## src/cffm_pkg.sv

```systemverilog
// cffm_pkg: shared types, codes and classification for the contactor feedback fault monitor
// no dependencies; imported by every module of the block

package cffm_pkg;

    // field widths
    localparam int GUN_W  = 3;
    localparam int FB_W   = 2;
    localparam int TIME_W = 32;
    localparam int CFG_W  = 16;
    localparam int CFG_INDEX_W = 1;

    // register indexes of the configuration port
    localparam logic [CFG_INDEX_W-1:0] CFG_DETECT_TIME = 1'd0;
    localparam logic [CFG_INDEX_W-1:0] CFG_CLEAR_HOLD  = 1'd1;

    // register reset values
    localparam logic [CFG_W-1:0] DETECT_TIME_RESET = 16'd1000;
    localparam logic [CFG_W-1:0] CLEAR_HOLD_RESET  = 16'd5000;

    // feedback codes
    localparam logic [FB_W-1:0] FB_BOTH_OPEN   = 2'd0;
    localparam logic [FB_W-1:0] FB_PATTERN_0X  = 2'd1;
    localparam logic [FB_W-1:0] FB_PATTERN_X0  = 2'd2;
    localparam logic [FB_W-1:0] FB_BOTH_CLOSED = 2'd3;

    // per-contactor verdict of one poll
    typedef enum logic [1:0] {
        KIND_NONE     = 2'd0,
        KIND_MISMATCH = 2'd1,
        KIND_MATCH    = 2'd2
    } cffm_kind_t;

    // stored state of one contactor
    typedef struct packed {
        logic [TIME_W-1:0] mismatch_start;
        logic [TIME_W-1:0] fault_set_time;
        logic              fault;
    } cffm_slot_t;

    // classify drive against feedback for one contactor
    function automatic cffm_kind_t cffm_classify(input logic drive,
                                                 input logic [FB_W-1:0] fb,
                                                 input logic second);
        logic good;
        logic both_wrong;
        logic own_side;
        cffm_kind_t kind;
        good       = (drive && fb == FB_BOTH_CLOSED) || (!drive && fb == FB_BOTH_OPEN);
        both_wrong = (drive && fb == FB_BOTH_OPEN) || (!drive && fb == FB_BOTH_CLOSED);
        own_side   = second ? (fb == FB_PATTERN_0X) : (fb == FB_PATTERN_X0);
        if (good)
            kind = KIND_MATCH;
        else if (both_wrong || own_side)
            kind = KIND_MISMATCH;
        else
            kind = KIND_NONE;
        return kind;
    endfunction

endpackage

```

## src/cffm_judge.sv

```systemverilog
// cffm_judge: next-state logic of one contactor for one poll
// depends on cffm_pkg for the slot type and the verdict codes

module cffm_judge
    import cffm_pkg::*;
(
    input  cffm_kind_t        kind,
    input  cffm_slot_t        cur,
    input  logic [TIME_W-1:0] now_ms,
    input  logic [CFG_W-1:0]  detect_time_ms,
    input  logic [CFG_W-1:0]  clear_hold_ms,
    output cffm_slot_t        nxt
);

    logic [TIME_W-1:0] since_match;
    logic [TIME_W-1:0] since_fault;
    logic              detect_hit;
    logic              clear_hit;

    // elapsed times, wrapping modulo 2^32
    assign since_match = now_ms - cur.mismatch_start;
    assign since_fault = now_ms - cur.fault_set_time;
    assign detect_hit  = since_match >= {{(TIME_W-CFG_W){1'b0}}, detect_time_ms};
    assign clear_hit   = since_fault >= {{(TIME_W-CFG_W){1'b0}}, clear_hold_ms};

    // latch on long mismatch, restart timer and maybe clear on good match
    always_comb
    begin
        nxt = cur;
        case (kind)
            KIND_MISMATCH:
            begin
                if (detect_hit && !cur.fault)
                begin
                    nxt.fault          = 1'b1;
                    nxt.fault_set_time = now_ms;
                end
            end
            KIND_MATCH:
            begin
                nxt.mismatch_start = now_ms;
                if (cur.fault && clear_hit)
                    nxt.fault = 1'b0;
            end
            default:
            begin
                nxt = cur;
            end
        endcase
    end

endmodule

```

## src/cffm_state.sv

```systemverilog
// cffm_state: per-gun contactor state rows, one row read and written per cycle while wr_en is high
// depends on cffm_pkg for the slot type

module cffm_state
    import cffm_pkg::*;
#(
    parameter int GUNS = 8
)
(
    input  logic       clk,
    input  logic       rst_n,
    input  logic [GUN_W-1:0] row_sel,
    input  logic       wr_en,
    input  cffm_slot_t wr_slot1,
    input  cffm_slot_t wr_slot2,
    output cffm_slot_t rd_slot1,
    output cffm_slot_t rd_slot2
);

    localparam int ROW_W = (GUNS > 1) ? $clog2(GUNS) : 1;

    cffm_slot_t slot1_reg [GUNS];
    cffm_slot_t slot2_reg [GUNS];
    logic [ROW_W-1:0] row;

    assign row = row_sel[ROW_W-1:0];

    // read the selected row
    assign rd_slot1 = slot1_reg[row];
    assign rd_slot2 = slot2_reg[row];

    // write back the selected row
    always_ff @(posedge clk or negedge rst_n)
    begin
        if (!rst_n)
        begin
            for (int i = 0; i < GUNS; i++)
            begin
                slot1_reg[i] <= '0;
                slot2_reg[i] <= '0;
            end
        end
        else if (wr_en)
        begin
            slot1_reg[row] <= wr_slot1;
            slot2_reg[row] <= wr_slot2;
        end
    end

endmodule

```

## src/contactor_feedback_fault_monitor_top.sv

```systemverilog
// contactor_feedback_fault_monitor_top: top level of the contactor feedback fault monitor
// depends on cffm_pkg, cffm_state and cffm_judge
//
// Usage:
//   Input channel (in_valid / in_stall) carries one poll of one gun: gun, drive_on,
//   feedback_code and now_ms. Output channel (out_valid / out_stall) returns one
//   result per poll: gun_out and the two latched contactor fault flags after it.
//   A transaction happens at a rising edge with valid high and stall low.
//   Throughput: one poll per cycle while out_stall is low; the poll register feeds
//   the compare and write-back logic, which loads the result register, so
//   back-to-back polls of the same gun see each other's updates with no forwarding.
//   When the receiver stalls, the result register holds; the poll register then
//   holds too and in_stall rises once it is full, so at most two polls are in flight.
//   Gun indexes at or above GUNS leave the state untouched and report no faults.
//   Configuration writes (cfg_we, cfg_index, cfg_data) take effect at the edge;
//   write them only while the block is idle.
//   Reset: all faults cleared, timestamps zeroed, detect time 1000 ms and clear
//   hold 5000 ms, both channels empty.

module contactor_feedback_fault_monitor_top
    import cffm_pkg::*;
#(
    parameter int GUNS = 8
)
(
    input  logic                   clk,
    input  logic                   rst_n,
    // configuration
    input  logic                   cfg_we,
    input  logic [CFG_INDEX_W-1:0] cfg_index,
    input  logic [CFG_W-1:0]       cfg_data,
    // poll input
    input  logic                   in_valid,
    output logic                   in_stall,
    input  logic [GUN_W-1:0]       gun,
    input  logic                   drive_on,
    input  logic [FB_W-1:0]        feedback_code,
    input  logic [TIME_W-1:0]      now_ms,
    // result output
    output logic                   out_valid,
    input  logic                   out_stall,
    output logic [GUN_W-1:0]       gun_out,
    output logic                   contactor1_fault,
    output logic                   contactor2_fault
);

    logic [CFG_W-1:0]  detect_time_reg;
    logic [CFG_W-1:0]  clear_hold_reg;

    logic              in_valid_reg;
    logic              in_valid_next;
    logic [GUN_W-1:0]  gun_reg;
    logic              drive_reg;
    logic [FB_W-1:0]   fb_reg;
    logic [TIME_W-1:0] now_reg;

    logic              out_valid_reg;
    logic              out_valid_next;
    logic [GUN_W-1:0]  gun_out_reg;
    logic              fault1_reg;
    logic              fault2_reg;

    logic              accept;
    logic              advance;
    logic              in_range;
    cffm_kind_t        kind1;
    cffm_kind_t        kind2;
    cffm_slot_t        cur1;
    cffm_slot_t        cur2;
    cffm_slot_t        nxt1;
    cffm_slot_t        nxt2;

    // configuration registers
    always_ff @(posedge clk or negedge rst_n)
    begin
        if (!rst_n)
        begin
            detect_time_reg <= DETECT_TIME_RESET;
            clear_hold_reg  <= CLEAR_HOLD_RESET;
        end
        else if (cfg_we)
        begin
            case (cfg_index)
                CFG_DETECT_TIME: detect_time_reg <= cfg_data;
                CFG_CLEAR_HOLD:  clear_hold_reg  <= cfg_data;
                default:         detect_time_reg <= detect_time_reg;
            endcase
        end
    end

    // handshake: the poll moves on whenever the result register is empty or being taken
    assign advance        = in_valid_reg && (!out_valid_reg || !out_stall);
    assign in_stall       = in_valid_reg && !advance;
    assign accept         = in_valid && !in_stall;
    assign in_valid_next  = accept || (in_valid_reg && !advance);
    assign out_valid_next = advance || (out_valid_reg && out_stall);

    // poll register
    always_ff @(posedge clk or negedge rst_n)
    begin
        if (!rst_n)
            in_valid_reg <= 1'b0;
        else
            in_valid_reg <= in_valid_next;
    end

    always_ff @(posedge clk)
    begin
        if (accept)
        begin
            gun_reg   <= gun;
            drive_reg <= drive_on;
            fb_reg    <= feedback_code;
            now_reg   <= now_ms;
        end
    end

    // classify the poll per contactor
    assign in_range = {{(32-GUN_W){1'b0}}, gun_reg} < 32'(GUNS);
    assign kind1    = cffm_classify(drive_reg, fb_reg, 1'b0);
    assign kind2    = cffm_classify(drive_reg, fb_reg, 1'b1);

    // state rows
    cffm_state #(
        .GUNS (GUNS)
    ) u_state (
        .clk      (clk),
        .rst_n    (rst_n),
        .row_sel  (gun_reg),
        .wr_en    (advance && in_range),
        .wr_slot1 (nxt1),
        .wr_slot2 (nxt2),
        .rd_slot1 (cur1),
        .rd_slot2 (cur2)
    );

    // next state of each contactor
    cffm_judge u_judge1 (
        .kind           (kind1),
        .cur            (cur1),
        .now_ms         (now_reg),
        .detect_time_ms (detect_time_reg),
        .clear_hold_ms  (clear_hold_reg),
        .nxt            (nxt1)
    );

    cffm_judge u_judge2 (
        .kind           (kind2),
        .cur            (cur2),
        .now_ms         (now_reg),
        .detect_time_ms (detect_time_reg),
        .clear_hold_ms  (clear_hold_reg),
        .nxt            (nxt2)
    );

    // result register
    always_ff @(posedge clk or negedge rst_n)
    begin
        if (!rst_n)
            out_valid_reg <= 1'b0;
        else
            out_valid_reg <= out_valid_next;
    end

    always_ff @(posedge clk)
    begin
        if (advance)
        begin
            gun_out_reg <= gun_reg;
            fault1_reg  <= in_range && nxt1.fault;
            fault2_reg  <= in_range && nxt2.fault;
        end
    end

    assign out_valid        = out_valid_reg;
    assign gun_out          = gun_out_reg;
    assign contactor1_fault = fault1_reg;
    assign contactor2_fault = fault2_reg;

endmodule
```

## config.mk

```make
export PLATFORM = sky130hd
export DESIGN_NAME = contactor_feedback_fault_monitor_top
export DESIGN_NICKNAME = d
export VERILOG_FILES = /design/src/cffm_pkg.sv /design/src/cffm_judge.sv /design/src/cffm_state.sv /design/src/contactor_feedback_fault_monitor_top.sv
export SDC_FILE = /design/constraint.sdc
export NUM_CORES = 2
export LEC_CHECK = 0
export ABC_AREA = 1
export ABC_CLOCK_PERIOD_IN_PS = 5900
export BUFFER_PORTS_ARGS = -buffer_cell sky130_fd_sc_hd__buf_2
export CORE_MARGIN = 5
export CORE_UTILIZATION = 35
export CTS_CLUSTER_DIAMETER = 40
export DETAILED_ROUTE_END_ITERATION = 8
export PLACE_DENSITY = 0.53
export SYNTH_ARGS = -nofsm -noshare
export SYNTH_HDL_FRONTEND = slang
export SYNTH_SLANG_ARGS = --single-unit
export TNS_END_PERCENT = 100
```

## constraint.sdc

```tcl
create_clock -name clk -period 5.9 [get_ports clk]
set_input_delay 1.18 -clock clk [delete_from_list [all_inputs] [get_ports clk]]
set_output_delay 1.18 -clock clk [all_outputs]
set_load 0.02 [all_outputs]
```

==> results.env <==
FINAL-HOLD-VIOLATION-COUNT=0
SYNTH_FF_TYPE='sky130_fd_sc_hd__dfrtp_1'
SETUP_REPAIR_AFTER_GLOBAL_ROUTING_MISSED_ITS_MARGIN='true'
SYNTH_CELL_TYPES=51
WORST_SETUP_PATH_END_KIND='flip-flop'
SYNTH_SEQUENTIAL_AREA_RATIO=0.458
POST-ROUTE-DRC-COUNT=0
ANTENNA_FOUND_INITIAL=13
HOLD_BUFFERS=0
FIN_NETS=8510
CTS_NUM_SINKS=1117
DETAILED_PLACE.AREA_MM2=0.0654
CTS_BUFFERS=179
MAX_SLEW_MARGIN=0.162
FINAL_MIN_PERIOD_OVER_CLOCK_PERIOD=0.962
SYNTHESIS.NETS=8432
IR_WORST_VDD_mV=0.325
FINAL_CELL_MIX='sky130_fd_sc_hd__nand2_1, sky130_fd_sc_hd__inv_1, sky130_fd_sc_hd__dfrtp_1, sky130_fd_sc_hd__nand3_1, sky130_fd_sc_hd__o21ai_0'
CTS_BUFFER_DEPTH=3
SLEW_VIOL_FINAL=0
WORST_SETUP_PATH_START_KIND='flip-flop'
CRITICAL-PATH-TOP-CELL-BY-COUNT='sky130_fd_sc_hd__nand2_1'
POST-LAYOUT-TOTAL-POWER_W=0.0326
MOSTFREQUENTLAYOUTCELL='sky130_fd_sc_hd__nand2_1'
GRT_MAX_DEGREE=168
REGTOREGSTARTPOINT='gun_reg[0]'
WORST_SKEW_PAIR.LATE_LATENCY_NS=0.85
GP_CONGESTION=0.953
SETUP.WORST_PATH.CLASS='flip-flop to flip-flop'
CRITICAL_PATH.STARTPOINT='gun_reg[0]'
IO_PINS=67
POWER_DENSITY_mW_PER_MM2=454
CRIT_PATH_MAX_INCR_DELAY_NS=0.43
ROOT_BUFFER='sky130_fd_sc_hd__clkbuf_16'
AREAGROWTHSYNTHTOFINISH_PCT=16.7
FIRST_GLOBAL_VIAS=55173
TIMING.HOLD.WS_NS=0.442
MAXCAPVIOLCOUNT=0
SLOWEST_STAGE='sky130_fd_sc_hd__edfxtp_1'
AVGROUTEDWIREPERCELL_UM=23.1
GRT_USAGE=0.263
VIA_TOTAL_AFTER_DETAILED_ROUTING=57705
POWER.LEAKAGE_nW=36.7
SETUP_VIOLATIONS=0
INITIAL_CORE_UTIL=0.351
FLOORPLAN.DIE_AREA_MM2=0.184
LAYOUT-DRIVE-GT1-SHARE=0.0856
WORSTREG2REGEND='u_state.slot1_reg[328]'
ROUTED_VIA_DENSITY=5.37
ANTENNA_VIOLATING_NETS_POST_ROUTE=0
ROUTED_WIRELENGTH_MM=248
CRITICAL_PATH.MAX_FANOUT=14
TOTAL_CONGESTION_OVERFLOW_AFTER_GLOBAL_ROUTING=0
POST-ROUTE-CELL-AREA_MM2=0.0718
DIEWIDTH_UM=429
PORT_BUFFERS=66
PLACEMENTROWS=154
SYNTH-ASYNC-RESET-RATIO=0.962
HP-CLASS='input port to asynchronous set/reset pin'
CORE_AREA_MM2=0.176
MAX_SLEW.WORST_PIN.SLEW_NS=1.25
DRT-PASS1-ITER-COUNT=6
CHIPHEIGHT_UM=429
CTS.REPORTEDPATHS.CLKPINSLEW_NS=0.05
AVGSYNTHCELLAREA_UM2=7.53
GRT_FIRST_PASS_WIRELENGTH_MM=367
R2R_SLACK_NS=0.22
TRITONCTS_CLOCK_TREE='yes'
DP.FINAL_HPWL_MM=157
YS_FF_LATCH=1117
DRTITER0DRC=6637
WORST_R2R_PATH_DEPTH=31
YOSYS_WARNINGS=0
WORST_CLOCK_SKEW_NS=0.0611
SYNTH_AREA_MM2=0.0616
WORST-ENDPOINT-ARRIVAL_NS=6.37
OUTCOME='finished clean'
WORST_EP_REQUIRED_TIME_NS=6.59
TIMING.CRITICAL_PATH.TO='u_state.slot1_reg[328]'
MAX_CLOCK_FREQ_MHz=176
FINAL_UTIL=0.409
HTREE_NUM_LEVELS=4
SYNTH_ENABLE_FLOP_CELLS=43
SYNTH_CELLS=8172
MIN_PERIOD_NS=5.68
==> power breakdown <==
part           switching [W]  total [W]  internal [W]
Sequential           0.00115     0.0113        0.0101
Clock                0.00423     0.0109       0.00667
Combinational        0.00698     0.0104       0.00346
==> metrics by stage <==
stage          worst slack (ns)  setup TNS [ns]  std cells
2_1_floorplan              1.38               0       8172
6_report                  0.222               0      10747
4_1_cts                  0.0148               0      10739
3_3_place_gp             0.0648               0      10404
3_5_place_dp             0.0430               0      10404
5_1_grt                -0.00703        -0.00703      10745
==> per-layer routing <==
layer | global-route usage | share of wire
met2 | 0.394 | 0.43
met5 | 0 | 0.000052
met1 | 0.381 | 0.45
met4 | 0.0901 | 0.034
met3 | 0.0475 | 0.088
==> cell families (layout without fill, tap and decap cells) <==
kind of cell | after synthesis | count (layout) | synth area share
and+or+nand+nor | 4208 | 4208 | 0.289
buffers and inverters | 1454 | 1686 | 0.0920
AOI/OAI and AO/OA | 1131 | 1131 | 0.112
DFF | 1117 | 1117 | 0.458
adders and majority gates | 200 | 200 | 0.0411
xor gates and xnor gates | 62 | 62 | 0.00882
other | 0 | 3 | 0
==> final cells by class <==
class,instances,area [um^2]
Fill cell,17921,104000
Sequential cell,1117,28200
Multi-Input combinational cell,5601,27900
Clock buffer,222,4860
Inverter,1091,4140
Tap cell,2340,2930
Timing Repair Buffer,260,2370
Clock inverter,113,1400
Antenna cell,3,7.51
==> synthesized netlist by cell type (54+ instances only) <==
| cell | n | area, um^2 |
|---|---|---|
| sky130_fd_sc_hd__nor2_1 | 225 | 845 |
| sky130_fd_sc_hd__a221oi_1 | 143 | 1250 |
| sky130_fd_sc_hd__dfrtp_1 | 1063 | 26600 |
| sky130_fd_sc_hd__inv_1 | 1075 | 4040 |
| sky130_fd_sc_hd__a21oi_1 | 128 | 641 |
| sky130_fd_sc_hd__nand4_1 | 58 | 363 |
| sky130_fd_sc_hd__o22ai_1 | 173 | 1080 |
| sky130_fd_sc_hd__ha_1 | 196 | 2450 |
| sky130_fd_sc_hd__o21ai_1 | 210 | 1050 |
| sky130_fd_sc_hd__a22oi_1 | 71 | 533 |
| sky130_fd_sc_hd__clkbuf_1 | 247 | 927 |
| sky130_fd_sc_hd__nand3_1 | 699 | 3500 |
| sky130_fd_sc_hd__buf_2 | 54 | 270 |
| sky130_fd_sc_hd__nand2_1 | 3083 | 11600 |
| sky130_fd_sc_hd__xor2_1 | 56 | 490 |
| sky130_fd_sc_hd__o21ai_0 | 321 | 1610 |
==> worst min-delay path by stage <==
stage                                   to  slack [ns]  cells past startpoint
floorplan                       gun_out[2]        0.43                      0
global placement    u_state.slot1_reg[394]        0.46                      2
detailed placement  u_state.slot1_reg[397]        0.47                      2
CTS                 u_state.slot1_reg[408]        0.43                      1
global route        u_state.slot1_reg[408]        0.48                      1
finish              u_state.slot1_reg[408]        0.44                      1
==> what timing repair did <==
item                                   in CTS  in global routing
endpoints found under the hold margin       0                  0
resized for setup                           1                 31
pin swaps                                   2                  1
setup buffers                               0                  4
gates cloned                                0                  1
setup endpoints to repair                   8                530
==> critical path, delay by kind of cell (launching register included) <==
kind                       cells  cell delay [ns]
adders and majority gates      2             0.62
DFF                            1             0.43
xor gates and xnor gates       1             0.17
and+or+nand+nor               18             2.31
AOI/OAI and AO/OA              3             0.48
buffers and inverters          7             1.47
(Power assumes the default switching activity.)
